## src/hw/rtl/rrbm_pkg.sv

```systemverilog
// Package for the cartridge bank mapper: address region codes, window
// constants and bank-number helpers. No dependencies.
package rrbm_pkg;

    localparam int unsigned ADDR_W   = 16;
    localparam int unsigned DATA_W   = 8;
    localparam int unsigned MAP_W    = 21;
    localparam int unsigned BANK_W   = 7;
    localparam int unsigned RBANK_W  = 2;
    localparam int unsigned ROM_OFS_W = 14;  // 0x4000 window
    localparam int unsigned RAM_OFS_W = 13;  // 0x2000 window

    localparam logic [3:0] RAM_EN_KEY = 4'hA;

    typedef enum logic {
        CMD_READ  = 1'b0,
        CMD_WRITE = 1'b1
    } t_cmd;

    // Address regions, decoded from bus_address[15:13]
    typedef enum logic [2:0] {
        RGN_RAM_EN  = 3'd0,  // 0x0000-0x1FFF
        RGN_BANK_LO = 3'd1,  // 0x2000-0x3FFF
        RGN_BANK_HI = 3'd2,  // 0x4000-0x5FFF
        RGN_MODE    = 3'd3,  // 0x6000-0x7FFF
        RGN_VRAM    = 3'd4,  // 0x8000-0x9FFF
        RGN_RAM     = 3'd5,  // 0xA000-0xBFFF
        RGN_HI0     = 3'd6,
        RGN_HI1     = 3'd7
    } t_region;

    function automatic logic [BANK_W-1:0] rom_bank(input logic [BANK_W-1:0] sel,
                                                    input logic rom_banking);
        logic [BANK_W-1:0] b;
        b = rom_banking ? sel : {2'b00, sel[4:0]};
        if (b[4:0] == 5'd0) begin
            b = b + 7'd1;
        end
        return b;
    endfunction

    function automatic logic [RBANK_W-1:0] ram_bank(input logic [BANK_W-1:0] sel,
                                                     input logic rom_banking);
        return rom_banking ? 2'd0 : sel[6:5];
    endfunction

endpackage

```

## src/hw/rtl/rom_ram_bank_mapper_top.sv

```systemverilog
// Cartridge bank mapper top level: input register, decode and control state,
// result register. Depends on rrbm_pkg.
//
//  channel | direction | handshake                  | payload
//  in      | to block  | i_in_valid / o_in_stall    | i_cmd, i_bus_address, i_write_byte
//  out     | from block| o_out_valid / i_out_stall  | o_hit, o_mapped_address, o_is_rom
//
// One word per cycle while the output is not stalled; two register stages (input
// register, then result register): a word accepted into the input register is
// decoded into the result register; only the address decode lies between them.
// Reset: RAM disabled, ROM banking mode, bank select 0, both stages empty.
// A stalled result holds; the input register still fills behind it, and
// o_in_stall rises only when both stages are full and the output is stalled.
module rom_ram_bank_mapper_top (
    input  logic                           i_clk,
    input  logic                           i_rst_n,
    input  logic                           i_in_valid,
    output logic                           o_in_stall,
    input  logic                           i_cmd,
    input  logic [rrbm_pkg::ADDR_W-1:0]    i_bus_address,
    input  logic [rrbm_pkg::DATA_W-1:0]    i_write_byte,
    output logic                           o_out_valid,
    input  logic                           i_out_stall,
    output logic                           o_hit,
    output logic [rrbm_pkg::MAP_W-1:0]     o_mapped_address,
    output logic                           o_is_rom
);
    import rrbm_pkg::*;

    logic                r_in_valid;
    t_cmd                r_cmd;
    logic [ADDR_W-1:0]   r_addr;
    logic [DATA_W-1:0]   r_data;

    logic                r_ram_en;
    logic                r_rom_banking;
    logic [BANK_W-1:0]   r_bank_sel;

    logic                r_out_valid;
    logic                r_hit;
    logic [MAP_W-1:0]    r_mapped;
    logic                r_is_rom;

    logic                n_ram_en;
    logic                n_rom_banking;
    logic [BANK_W-1:0]   n_bank_sel;
    logic                n_hit;
    logic [MAP_W-1:0]    n_mapped;
    logic                n_is_rom;

    logic                out_ready;
    logic                advance;
    logic                in_take;
    t_region             rgn;
    logic [MAP_W-1:0]    ram_addr;
    logic [MAP_W-1:0]    rom_addr;

    assign out_ready  = !r_out_valid || !i_out_stall;
    assign advance    = r_in_valid && out_ready;
    assign o_in_stall = r_in_valid && !out_ready;
    assign in_take    = i_in_valid && !o_in_stall;

    assign rgn = t_region'(r_addr[ADDR_W-1 -: 3]);

    assign rom_addr = {rom_bank(r_bank_sel, r_rom_banking), r_addr[ROM_OFS_W-1:0]};
    assign ram_addr = MAP_W'(r_addr)
                    + {{(MAP_W-RBANK_W-RAM_OFS_W){1'b0}},
                       ram_bank(r_bank_sel, r_rom_banking), {RAM_OFS_W{1'b0}}};

    always_comb begin
        n_ram_en      = r_ram_en;
        n_rom_banking = r_rom_banking;
        n_bank_sel    = r_bank_sel;
        n_hit         = 1'b0;
        n_mapped      = '0;
        n_is_rom      = 1'b0;
        if (r_cmd == CMD_READ) begin
            unique case (rgn)
                RGN_RAM_EN, RGN_BANK_LO: begin
                    n_hit    = 1'b1;
                    n_is_rom = 1'b1;
                    n_mapped = MAP_W'(r_addr);
                end
                RGN_BANK_HI, RGN_MODE: begin
                    n_hit    = 1'b1;
                    n_is_rom = 1'b1;
                    n_mapped = rom_addr;
                end
                RGN_RAM: begin
                    if (r_ram_en) begin
                        n_hit    = 1'b1;
                        n_mapped = ram_addr;
                    end
                end
                default: ;
            endcase
        end else begin
            unique case (rgn)
                RGN_RAM_EN:  n_ram_en = (r_data[3:0] == RAM_EN_KEY);
                RGN_BANK_LO: n_bank_sel = {r_bank_sel[6:5], r_data[4:0]};
                RGN_BANK_HI: n_bank_sel = {r_data[1:0], r_bank_sel[4:0]};
                RGN_MODE:    n_rom_banking = !r_data[0];
                RGN_RAM: begin
                    n_hit    = 1'b1;
                    n_mapped = ram_addr;
                end
                default: ;
            endcase
        end
    end

    always_ff @(posedge i_clk) begin
        if (!i_rst_n) begin
            r_in_valid    <= 1'b0;
            r_out_valid   <= 1'b0;
            r_ram_en      <= 1'b0;
            r_rom_banking <= 1'b1;
            r_bank_sel    <= '0;
        end else begin
            if (in_take) begin
                r_in_valid <= 1'b1;
            end else if (advance) begin
                r_in_valid <= 1'b0;
            end
            if (out_ready) begin
                r_out_valid <= r_in_valid;
            end
            if (advance) begin
                r_ram_en      <= n_ram_en;
                r_rom_banking <= n_rom_banking;
                r_bank_sel    <= n_bank_sel;
            end
        end
    end

    always_ff @(posedge i_clk) begin
        if (in_take) begin
            r_cmd  <= t_cmd'(i_cmd);
            r_addr <= i_bus_address;
            r_data <= i_write_byte;
        end
        if (advance) begin
            r_hit    <= n_hit;
            r_mapped <= n_mapped;
            r_is_rom <= n_is_rom;
        end
    end

    assign o_out_valid      = r_out_valid;
    assign o_hit            = r_hit;
    assign o_mapped_address = r_mapped;
    assign o_is_rom         = r_is_rom;

    a_rom_implies_hit: assert property (@(posedge i_clk) disable iff (!i_rst_n)
        r_out_valid && r_is_rom |-> r_hit)
        else $error("ROM flag without hit");

    a_miss_zero_addr: assert property (@(posedge i_clk) disable iff (!i_rst_n)
        r_out_valid && !r_hit |-> r_mapped == '0)
        else $error("miss with nonzero mapped address");

    a_held_word_kept: assert property (@(posedge i_clk) disable iff (!i_rst_n)
        r_in_valid && !out_ready |=> r_in_valid && $stable(r_addr))
        else $error("input word lost while output stalled");

    a_reset_mode: assert property (@(posedge i_clk)
        $past(!i_rst_n) |-> r_rom_banking && !r_ram_en && r_bank_sel == '0)
        else $error("control state not at reset value");

    a_state_only_on_advance: assert property (@(posedge i_clk) disable iff (!i_rst_n)
        !advance |=> $stable(r_bank_sel) && $stable(r_rom_banking) && $stable(r_ram_en))
        else $error("control state changed without a word");

endmodule
```

## config.mk

```make
export PLATFORM = sky130hd
export DESIGN_NAME = rom_ram_bank_mapper_top
export DESIGN_NICKNAME = d
export VERILOG_FILES = /design/src/hw/rtl/rrbm_pkg.sv /design/src/hw/rtl/rom_ram_bank_mapper_top.sv
export SDC_FILE = /design/constraint.sdc
export NUM_CORES = 1
export LEC_CHECK = 0
export BUFFER_PORTS_ARGS = -buffer_cell sky130_fd_sc_hd__buf_2
export CORE_UTILIZATION = 47
export DETAILED_ROUTE_END_ITERATION = 8
export PLACE_DENSITY = 0.82
export SLEW_MARGIN = 10
export SYNTH_ARGS = -nofsm -noshare
export SYNTH_HDL_FRONTEND = slang
export SYNTH_SLANG_ARGS = --single-unit
```

## constraint.sdc

```tcl
create_clock -name i_clk -period 2.43 [get_ports i_clk]
set_clock_uncertainty 0.2 [all_clocks]
set_input_delay 0.3645 -clock i_clk [delete_from_list [all_inputs] [get_ports i_clk]]
set_output_delay 0.3645 -clock i_clk [all_outputs]
set_load 0.01 [all_outputs]
```

==> results.env, run 1 <==
SYNTH_TOP_AREA_SHARE_PCT=59.8
POWER_SHARE_OF_THE_SEQUENTIAL_GROUP_PCT=60.0
DETAIL_ROUTE.WIRELENGTH_UM=3500
WIRE_PER_INST_UM=13.6
CHIPWIDTH_UM=71.3
SYNTH-COMPOUND-AREA-SHARE_PCT=3.71
YOSYS-MUX-AREA-FRACTION_PCT=4.43
SYNTH_CELL_TYPES=34
SYNTHDOMINANTAREACELLTYPE='edfxtp_1'
POSTSYNTHNETCOUNT=184
LARGEST_CELLS_BY_AREA_AFTER_SYNTHESIS='edfxtp_1 (60%), dfxtp_1 (9.8%), nor3b_1 (4.7%)'
CRITICAL_PATH.SLOWEST_CELL='edfxtp_1'
CTS.CLK_SLEW.WORST_PATHS_NS=0.10
DRV.MAX_CAP_VIOLATION_COUNT=0
TOTAL_NET_SWITCHING_POWER_mW=0.385
VIAS_PER_CELL=5.08
GRT.OVERFLOW.TOTAL=0
CELL_INTERNAL_POWER_DISSIPATION_mW=1.45
SYNTH_SEQUENTIAL_AREA_RATIO_PCT=69.6
RELSLEWSLACK_PCT=59.5
HPWLAFTERDP_UM=2560
SYNTHESIS.AREA_PER_INSTANCE_UM2=15.1
TRACK_USAGE_PCT=15.5
DP_CELLS=250
POST_CTS_SETUP_DRIVEN_BUFFER_INSERTION_COUNT=0
CTS-ROOT-TO-SINK-BUFFERS=2
POWER.SHARE.COMBINATIONAL_PCT=7.1
IO_PINS=54
PERIOD_NEEDED_NS=1.80
NUMBER_OF_SETUP_VIOLATIONS_IN_THE_FINAL_REPORT=0
PATH_CELLS='ha_1 > fa_1 > inv_1 > o22ai_1'
SYNTH_TOP_FAMILY_BY_AREA='simple AND/OR/NAND/NOR gates'
CLOCK_SINKS=56
DRC_MARKER_COUNT_FROM_THE_FIRST_DETAILED_ROUTE_ITERATION=38
SYNTH_ADDER_AREA_SHARE_PCT=3.10
FILLCELLCOUNT=367
TIMING.HOLD.WORST.CLASS='input port to register'
POST-ROUTE-DRC-COUNT=2
FAILING_CHECKS='design-rule violations'
FINAL_COMMON_CELL='buf_2'
NNETSFINAL=239
GLOBAL_ROUTE_WIRE_LENGTH_BEFORE_REPAIR_UM=5830
CTS-ROOT-BUF='clkbuf_8'
TIMING.CRITICAL_PATH.ARRIVAL_NS=1.76
POST_ROUTE_ANT_NETS=0
SYNTH.FF_LATCH_COUNT=56
AREA_GROWTH_PCT=19.4
SYNTH-SIMPLE-AREA-SHARE_PCT=16.7
DIE_Y_UM=71.3
VIAS_IN_THE_FIRST_GLOBAL_ROUTE=1263
DRT-PASS1-ITER-COUNT=6
FLOORPLAN.ROWS=24
SLEW_VIOLATIONS=0
PLACE.GP.CONGESTION=0.787
PORTBUFFERS=50
SLOWEST_DELAY_NS=0.50
FINALNONFILLERCELLS=258
CLK-INSERTION-DELAY-LATE_NS=0.31
POWER.DENSITY_CELL_AREA_nW_PER_UM2=681
ACHIEVABLE-FREQUENCY_GHz=0.555
CRITICAL_PATH_REQUIRED_NS=2.38
CTS-BUFFERS-INSERTED=5
VIAS=1311
LEAST_MARGIN_PIN_SLEW_NS=0.607
POWER_SWITCHING_SHARE_PCT=20.9
GRT_START_MAX_NET_PINS=23
GATES_RESIZED_CTS_REPAIR=0
POST_SYNTH_INSTANCE_AREA_UM2=2260
WORST_SETUP_PATH_CLASS='register to register'
DIE_AREA_UM2=5090
OUTCOME='finished with violations'
TIMING.FINAL.CRIT_SHARE_PCT=74.1
LAYOUT.CELLS.MOST_COMMON_LIST='buf_2 (50), edfxtp_1 (45), nor3b_1 (14)'
PATH_DELAY_FAMILY='adder cells'
P_LEAK_nW=1.10
H-TREE-DEPTH=2
WORST_SETUP_PATH_END_KIND='register'
CRITICAL_PATH_PEAK_FANOUT=7
MAPPED_CELLS=150
PWR-SHARE-CLK_PCT=32.9
CRITICAL_PATH_BUF_INV_COUNT=1
RSZ_0062_RAISED_AFTER_GLOBAL_ROUTING='false'
SETUP_TOTAL_NEGATIVE_SLACK_NS=0
FRACTION_OF_LAYOUT_CELLS_WITH_A_SIZE_SUFFIX_ABOVE_1_PCT=34.0
SYNTH_XOR_AREA_SHARE_PCT=0.388
YOSYS_WARNINGS=0
POWER.IR.VDD_WORST_uV=519
TIMING.FINAL.HOLD_VIOLATIONS=0
ANTENNA_CELLS_INSERTED=0
CLOCK_TREE_FROM_TRITONCTS='built'
CP-START-KIND='register'
ANTENNA_VIOLATIONS_BEFORE_REPAIR=0
FP.COREAREA_UM2=4470
CTS_HOLD_BUF=0
INITIAL_CORE_UTIL_PCT=50.5
==> cell type report <==
cell class / count / area (µm²) / area share [%]
multi-input cells: 84 / 642 / 23.8
clock inverters: 3 / 46.3 / 1.72
repair buffers: 53 / 285 / 10.6
well taps: 52 / 65.1 / 2.41
inverters: 5 / 18.8 / 0.696
clock buffers: 5 / 68.8 / 2.55
flip-flops and latches: 56 / 1570 / 58.3
==> logic make-up (layout without fill, tap and decap cells) <==
| family | Yosys count | after routing |
|---|---|---|
| simple gates | 58 | 58 |
| flops | 56 | 56 |
| compound gates | 10 | 10 |
| mux | 10 | 10 |
| buf+inv | 10 | 66 |
| fa+ha+maj | 5 | 5 |
| xor+xnor | 1 | 1 |
==> flip-flops by register name (all words and copies together) (netlist names), 5 cells and up <==
signal,count
o_mapped_address,21
r_addr,16
r_bank_sel,7
r_data,5
==> per-layer routing <==
metal | wire, µm | vias up | global-route usage (%)
met5 | 0 | - | 0
met4 | 86 | 0 | 7.56
met1 | 1540 | 612 | 19.2
li1 | - | 660 | -
met2 | 1720 | 32 | 25.2
met3 | 144 | 7 | 4.22
==> stage by stage <==
stage,hold WS (ns),power [mW],util (%),cell area [µm²],setup slack [ns]
2_1_floorplan,0.233,1.20,-,2260,0.210
3_3_place_gp,0.247,1.25,57.7,2580,0.671
3_5_place_dp,0.255,1.26,57.7,2580,0.654
4_1_cts,0.0119,1.86,60.3,2700,0.629
5_1_grt,0.00369,1.90,60.3,2700,0.556
6_report,0.0198,1.84,60.3,2700,0.629
==> power by group through the flow <==
stage               Sequential [mW]  Clock (mW)  Combinational (mW)
CTS                            1.10       0.623               0.131
floorplan                      1.13           0              0.0652
finish                         1.10       0.605               0.130
global route                   1.11       0.650               0.142
detailed placement             1.12           0               0.131
global placement               1.12           0               0.129
==> cells in the mapped netlist (all sizes together) <==
cell	instances
xnor2	1
inv	5
o21a	1
a31oi	2
nor3b	14
and2b	1
nand4b	1
and3	3
and2	3
nand4	1
or3b	1
ha	4
nand2	11
edfxtp	45
buf	4
clkbuf	1
nor2b	7
nand2b	1
nand3	7
mux2i	10
nor2	4
a21boi	1
nor3	1
dfxtp	11
fa	1
o22ai	3
or2	1
a21oi	3
nor4b	1
or4b	1
==> final timing paths <==
| path | startpoint | endpoint | slack [ns] | cells past startpoint |
|---|---|---|---|---|
| hold reg to reg | r_ram_en | r_ram_en | 0.27 | 2 |
| hold / removal | i_bus_address[4] | r_addr[4] | 0.02 | 1 |
| setup / recovery | r_addr[13] | o_mapped_address[14] | 0.63 | 4 |
| setup reg to reg | r_addr[13] | o_mapped_address[14] | 0.63 | 4 |
Note: power is estimated with default switching activity, not from simulation.
==> run 2, diff against run 1 <==
==> constraint.sdc (replaced) <==
create_clock -name i_clk -period 1.8 [get_ports i_clk]
set_clock_uncertainty 0.2 [all_clocks]
set_input_delay 0.27 -clock i_clk [delete_from_list [all_inputs] [get_ports i_clk]]
set_output_delay 0.27 -clock i_clk [all_outputs]
set_load 0.01 [all_outputs]
==> run 2 against run 1 <==
Net effect:
- the run still ends with design-rule violations left
- total power increased by 29%
- non-clock buffer count increased by 33
- sequential share of layout area decreased by 5.8 points
- clock power increased by 6.0%
- cell count increased by 13%
- first-iteration DRC count increased by 68%
- critical path depth unchanged
- setup slack got worse by 0.57 ns
- largest cell class unchanged
- highest routed layer unchanged
==> results.env, run 2 (same netlist as run 1, synthesis figures left out) <==
CRITICAL_PATH_REQUIRED_NS=1.76  # -0.62 ns
VIAS=1462  # +12%
POWER_SHARE_OF_THE_SEQUENTIAL_GROUP_PCT=62.6  # +2.6 points
TIMING.FINAL.WS_SETUP_NS=0.0619  # -0.567 ns
TRACK_USAGE_PCT=18.0  # +2.5 points
TOTAL_NET_SWITCHING_POWER_mW=0.516  # +34%
DRV.MAX_CAP_VIOLATION_COUNT=0  # unchanged
HOLDCRITSTARTPOINT='i_rst_n'
PORTBUFFERS=50  # unchanged
CHIPWIDTH_UM=71.3  # unchanged
FRACTION_OF_LAYOUT_CELLS_WITH_A_SIZE_SUFFIX_ABOVE_1_PCT=33.9  # -0.089 points
CRITICAL_PATH_PEAK_FANOUT=6  # -1
CTS-ROOT-BUF='clkbuf_8'
PLACE_WORST_SETUP_SLACK_NS=0.0341  # -0.620 ns
POST-ROUTE-DRC-COUNT=4  # +2
LEAST_MARGIN_PIN_SLEW_NS=0.354  # -0.253 ns
POWER.DENSITY_CELL_AREA_nW_PER_UM2=792  # +16%
POWER.IR.VDD_WORST_uV=566  # +9.1%
WORST_SETUP_PATH_CLASS='register to register'
OUTCOME='finished with violations'
H-TREE-DEPTH=2  # unchanged
TIMING.HOLD.WORST.CLASS='input port to register'
GLOBAL_ROUTE_WIRE_LENGTH_BEFORE_REPAIR_UM=6740  # +16%
TIMING.FINAL.HOLD_VIOLATIONS=0  # unchanged
ANTENNA_VIOLATIONS_BEFORE_REPAIR=0  # unchanged
NNETSFINAL=272  # +14%
POST_ROUTE_ANT_NETS=0  # unchanged
CRIT-REG2REG-CAPTURE='o_mapped_address[14]'
PATH_CELLS='buf_4 > fa_1 > inv_1 > o22ai_2'
CELL_INTERNAL_POWER_DISSIPATION_mW=1.86  # +28%
AREA_GROWTH_PCT=32.7
HPWLAFTERDP_UM=2730  # +6.4%
VIAS_IN_THE_FIRST_GLOBAL_ROUTE=1467  # +16%
TIMING.HOLD.WORST_ENDPOINT='r_bank_sel[6]'
R2R_CELLS=4  # unchanged
CTS-ROOT-TO-SINK-BUFFERS=2  # unchanged
FAILING_CHECKS='design-rule violations'
POWER.SHARE.COMBINATIONAL_PCT=10.4  # +3.3 points
GRT.OVERFLOW.TOTAL=0  # unchanged
DRC_MARKER_COUNT_FROM_THE_FIRST_DETAILED_ROUTE_ITERATION=64  # +68%
TIMING.FINAL.CRIT_SHARE_PCT=96.6  # +22 points
POWER_SWITCHING_SHARE_PCT=21.7  # +0.79 points
TIMING.HOLD.WORST_PATH_DEPTH=3  # +2
FP.COREAREA_UM2=4470  # unchanged
PERIOD_NEEDED_NS=1.74  # -0.0631 ns
WORST_SETUP_PATH_END_KIND='register'
SLEW_VIOLATIONS=0  # unchanged
TIMING.HOLD.WS_NS=0.0498  # +0.0301 ns
FF2FF_SETUP_SLACK_NS=0.06  # -0.57 ns
VIAS_PER_CELL=5.02  # -1.1%
FINISH.UTILIZATION_PCT=67.0  # +6.7 points
CP-START-KIND='register'
PATH_DELAY_FAMILY='adder cells'
CLOCK_TREE_FROM_TRITONCTS='built'
LAYOUT.CELLS.MOST_COMMON_LIST='buf_2 (50), edfxtp_1 (45), dlygate4sd3_1 (23)'
ANTENNA_CELLS_INSERTED=0  # unchanged
DIE_Y_UM=71.3  # unchanged
CRITICAL_PATH_BUF_INV_COUNT=2  # +1
PWR-SHARE-CLK_PCT=27.0  # -5.9 points
P_LEAK_nW=1.25  # +13%
CLK-INSERTION-DELAY-LATE_NS=0.31  # about the same
FLOORPLAN.ROWS=24  # unchanged
IO_PINS=54  # unchanged
TOTALPOWERFINAL_mW=2.37  # +29%
REGTOREGSTARTPOINT='r_addr[14]'
INITIAL_CORE_UTIL_PCT=50.5  # unchanged
DIE_AREA_UM2=5090  # unchanged
DETAIL_ROUTE.WIRELENGTH_UM=4100  # +17%
PLACE.GP.CONGESTION=0.854  # +8.5%
WIRE_PER_INST_UM=14.1  # +3.9%
CRITICAL_PATH.SLOWEST_CELL='fa_1'
FINAL_COMMON_CELL='buf_2'
CTS.CLK_SLEW.WORST_PATHS_NS=0.09  # about the same
GRT_START_MAX_NET_PINS=23  # unchanged
TIMING.CRITICAL_PATH.ARRIVAL_NS=1.70  # -0.06 ns
CLOCK_SINKS=56  # unchanged
RELSLEWSLACK_PCT=76.2  # +17 points
ACHIEVABLE-FREQUENCY_GHz=0.575  # +3.6%
CTS-BUFFERS-INSERTED=5  # unchanged
DRT-PASS1-ITER-COUNT=7  # +1
NUMBER_OF_SETUP_VIOLATIONS_IN_THE_FINAL_REPORT=0  # unchanged
SLOWEST_DELAY_NS=0.52  # +0.02 ns
LARGEST_REG_FLOPS=21  # unchanged
-- run 2: worst min-delay path, stage by stage --
cell	delay, ns
buf_2	0.11
nand2_2	0.07
mux2i_1	0.06
-- run 2: metal layers --
metal / global-route usage [%] / share of wire, % / up-vias
met4: 9.78 / 2.8 / 0
met1: 21.4 / 43 / 683
li1: - / - / 725
met2: 30.8 / 50 / 43
met5: 0 / 0 / -
met3: 3.52 / 3.9 / 11
-- run 2: cell type report --
cell class / count / area (µm²)
inverter: 5 / 18.8
timing repair buffer: 86 / 603
clock inverter: 3 / 13.8
sequential: 56 / 1570
fill: 324 / 1480
multi-input combinational: 84 / 656
tap: 52 / 65.1
clock buffer: 5 / 68.8
-- run 2: timing repair --
| item | in CTS | in global routing |
|---|---|---|
| resized for setup | 0 | 2 |
| endpoints found under the setup margin | 0 | 15 |
| hold buffers | 23 | 0 |
| setup buffers | 0 | 3 |
| endpoints found under the hold margin | 23 | 0 |
-- run 2: power by group through the flow --
stage	logic [mW]	clock network, mW	registers (mW)
global placement	0.188	0	1.51
CTS	0.232	0.668	1.49
finish	0.247	0.641	1.48
global route	0.267	0.694	1.49
detailed placement	0.193	0	1.52
floorplan	0.0896	0	1.53
-- run 2: per-stage QoR --
step	cells	TNS (ns)	area (µm²)
3_3_place_gp	257	0	2640
2_1_floorplan	150	0	2270
3_5_place_dp	257	0	2640
4_1_cts	288	0	2950
6_report	291	0	3000
5_1_grt	291	-0.00446	3000
-- run 2: worst max path at each step --
stage	to	cells after the start	from	slack, ns
final	o_mapped_address[14]	4	r_addr[14]	0.06
after global routing	o_mapped_address[11]	4	r_addr[14]	-0.004
after CTS	o_mapped_address[11]	3	r_addr[14]	0.03
after detailed placement	o_mapped_address[11]	3	r_addr[14]	0.03
after global placement	o_mapped_address[11]	3	r_addr[14]	0.08
after floorplan	o_mapped_address[14]	4	r_addr[13]	0.14
==> run 3, diff against run 2 <==
--- a/config.mk
+++ b/config.mk
@@ -8,7 +8,9 @@
 export BUFFER_PORTS_ARGS = -buffer_cell sky130_fd_sc_hd__buf_2
 export CORE_UTILIZATION = 47
 export DETAILED_ROUTE_END_ITERATION = 8
-export PLACE_DENSITY = 0.82
+export MAX_ROUTING_LAYER = met4
+export PLACE_DENSITY = 0.85
+export RECOVER_POWER = 100
 export SLEW_MARGIN = 10
 export SYNTH_ARGS = -nofsm -noshare
 export SYNTH_HDL_FRONTEND = slang
==> constraint.sdc (replaced) <==
create_clock -name i_clk -period 1.4 [get_ports i_clk]
set_clock_uncertainty 0.2 [all_clocks]
set_input_delay 0.21 -clock i_clk [delete_from_list [all_inputs] [get_ports i_clk]]
set_output_delay 0.21 -clock i_clk [all_outputs]
set_load 0.01 [all_outputs]
==> run 3 against run 2 <==
Net effect:
- the run ends with design-rule violations, negative hold slack, negative setup slack left
- via count increased by 11%
- register-to-register slack got worse by 0.37 ns
- die area unchanged
- sequential power increased by 29%
- worst hold slack got worse by 0.057 ns
- cell count increased by 7.2%
- combinational power increased by 55%
- critical path type unchanged
- largest cell class unchanged
==> results.env, run 3 (same netlist as run 1, synthesis figures left out) <==
DP_CELLS=274  # +6.6%
CRITICAL_PATH_REQUIRED_NS=1.26  # -0.50 ns
FRACTION_OF_LAYOUT_CELLS_WITH_A_SIZE_SUFFIX_ABOVE_1_PCT=39.6  # +5.7 points
ANTENNA_VIOLATIONS_BEFORE_REPAIR=0  # unchanged
TIMING.HOLD.WORST.CLASS='input port to register'
NNETSFINAL=293  # +7.7%
TRACK_USAGE_PCT=20.7  # +2.7 points
CTS.CLK_SLEW.WORST_PATHS_NS=0.10  # about the same
P_LEAK_nW=1.34  # +7.0%
AREA_GROWTH_PCT=46.5
CLK-INSERTION-DELAY-LATE_NS=0.31  # about the same
CLOCK_SINKS=56  # unchanged
MULTI_INPUT_GATE_AREA_IN_THE_FINAL_LAYOUT_UM2=766  # +17%
TIMING.HOLD.WS_NS=-0.00694  # -0.0568 ns
CTS-BUFFERS-INSERTED=5  # unchanged
GRT_START_MAX_NET_PINS=23  # unchanged
RSZ_0062_RAISED_AFTER_GLOBAL_ROUTING='true'
TIMING.FINAL.WS_SETUP_NS=-0.310  # -0.372 ns
PLACE_WORST_SETUP_SLACK_NS=-0.270  # -0.304 ns
OUTCOME='finished with violations'
CTS-ROOT-BUF='clkbuf_8'
H-TREE-DEPTH=2  # unchanged
SLEW_VIOLATIONS=0  # unchanged
REGTOREGSTARTPOINT='r_bank_sel[5]'
GRT.OVERFLOW.TOTAL=0  # unchanged
CLOCK_TREE_FROM_TRITONCTS='built'
HPWLAFTERDP_UM=3060  # +12%
ROUTED-WL-MET3_UM=196  # +22%
NUMBER_OF_SETUP_VIOLATIONS_IN_THE_FINAL_REPORT=36  # +36
DIE_AREA_UM2=5090  # unchanged
VIAS=1627  # +11%
LARGEST_REG_FLOPS=21  # unchanged
POWER.DENSITY_CELL_AREA_nW_PER_UM2=1010  # +28%
IO_PINS=54  # unchanged
FLOORPLAN.ROWS=24  # unchanged
FAILING_CHECKS='design-rule violations, negative hold slack, negative setup slack'
FINALNONFILLERCELLS=312  # +7.2%
DRC_MARKER_COUNT_FROM_THE_FIRST_DETAILED_ROUTE_ITERATION=123  # +92%
WORST_SETUP_PATH_CLASS='register to register'
INITIAL_CORE_UTIL_PCT=50.5  # unchanged
CTS-ROOT-TO-SINK-BUFFERS=2  # unchanged
PORTBUFFERS=50  # unchanged
DRV.MAX_CAP_VIOLATION_COUNT=0  # unchanged
MET2_LENGTH_UM=2620  # +27%
LAYOUT.CELLS.MOST_COMMON_LIST='edfxtp_1 (45), clkbuf_1 (25), buf_2 (24), buf_4 (24), dlygate4sd3_1 (23)'
FF_LATCH_AREA_UM2=1580  # +0.40%
FINISH.UTILIZATION_PCT=73.9  # +7.0 points
POST_ROUTE_ANT_NETS=0  # unchanged
TIMING.FINAL.CRIT_SHARE_PCT=122  # +26 points
POWER.IR.VDD_WORST_uV=977  # +73%
DETAIL_ROUTE.WIRELENGTH_UM=4990  # +22%
LEAST_MARGIN_PIN_SLEW_NS=0.288  # -0.0661 ns
POST-ROUTE-DRC-COUNT=4  # unchanged
CRITICAL_PATH_PEAK_FANOUT=2  # -4
CHIPWIDTH_UM=71.3  # unchanged
SETUP_TOTAL_NEGATIVE_SLACK_NS=-6.79  # -6.79 ns
CTS_HOLD_BUF=23  # unchanged
HOLDCRITSTARTPOINT='i_rst_n'
WORST_SETUP_PATH_END_KIND='register'
PLACE.GP.CONGESTION=0.815  # -4.5%
WIRE_PER_INST_UM=16.0  # +13%
FP.COREAREA_UM2=4470  # unchanged
TIMING.FINAL.HOLD_VIOLATIONS=1  # +1
CP-START-KIND='register'
DIE_Y_UM=71.3  # unchanged
RELSLEWSLACK_PCT=80.7  # +4.5 points
GLOBAL_ROUTE_WIRE_LENGTH_BEFORE_REPAIR_UM=7600  # +13%
PERIOD_NEEDED_NS=1.71  # -0.0285 ns
TIMING.CRITICAL_PATH.FROM='r_bank_sel[5]'
DRT-PASS1-ITER-COUNT=6  # -1
ANTENNA_CELLS_INSERTED=0  # unchanged
ACHIEVABLE-FREQUENCY_GHz=0.585  # +1.7%
TIMING.CRITICAL_PATH.ARRIVAL_NS=1.57  # -0.13 ns
FINAL_COMMON_CELL='edfxtp_1'
VIAS_PER_CELL=5.21  # +3.8%
FILLCELLCOUNT=262  # -19%
MET1_LAYER_WIRELENGTH_IN_THE_FINAL_ROUTING_UM=2090  # +19%
VIAS_IN_THE_FIRST_GLOBAL_ROUTE=1627  # +11%
TOPROUTINGLAYERUSED='met4'
TOTALPOWERFINAL_mW=3.34  # +41%
## run 3: cell count changes in the layout (fill, tap and decap cells not counted), moves of 4 or more
cell	delta
dfxtp_2	+5
nor2b_1	-4
clkbuf_1	+25
nor3b_1	-11
buf_6	+6
buf_2	-26
nor3b_2	+11
buf_4	+13
dfxtp_1	-5
## run 3: repair_timing
action | CTS | global route
gates resized for setup | 16 | 11
endpoints found under the setup margin | 32 | 46
buffers inserted | 2 | 4
cloned | 0 | 1
hold endpoints to repair | 24 | 1
pin swaps | 6 | 9
## run 3: critical path, stage by stage (launching register included)
cell and delay (ns):
dfxtp_2 0.36, nor2b_4 0.15, ha_2 0.19, fa_1 0.42, inv_1 0.08, o22ai_2 0.06
## run 3: metal layers
metal	up-vias	track usage [%]
met5	-	-
met4	0	6.44
met3	8	4.64
met2	52	36.2
met1	796	23.7
li1	771	-
## run 3: power breakdown
group	internal (mW)	switching (mW)
logic	0.204	0.179
clock network	0.530	0.517
registers	1.88	0.0297
## run 3: through the flow
stage               hold WS [ns]  area, µm²
floorplan                  0.109       2340
global placement           0.187       2850
detailed placement         0.188       2850
CTS                      -0.0144       3270
global route            -0.00928       3310
finish                  -0.00694       3310
## run 3: final cells by class
| type | count | share of cell area [%] |
|---|---|---|
| multi-input combinational | 84 | 23.1 |
| clock buffer | 5 | 2.08 |
| timing repair buffer | 107 | 23.3 |
| inverter | 5 | 0.567 |
| sequential | 56 | 47.7 |
| clock inverter | 3 | 1.29 |
| tap | 52 | 1.97 |
## run 3: final timing paths
check	depth (start not counted)	slack, ns	to
min	3	-0.007	r_bank_sel[6]
max	5	-0.31	o_mapped_address[14]
max reg2reg	5	-0.31	o_mapped_address[14]
min reg2reg	2	0.26	r_ram_en
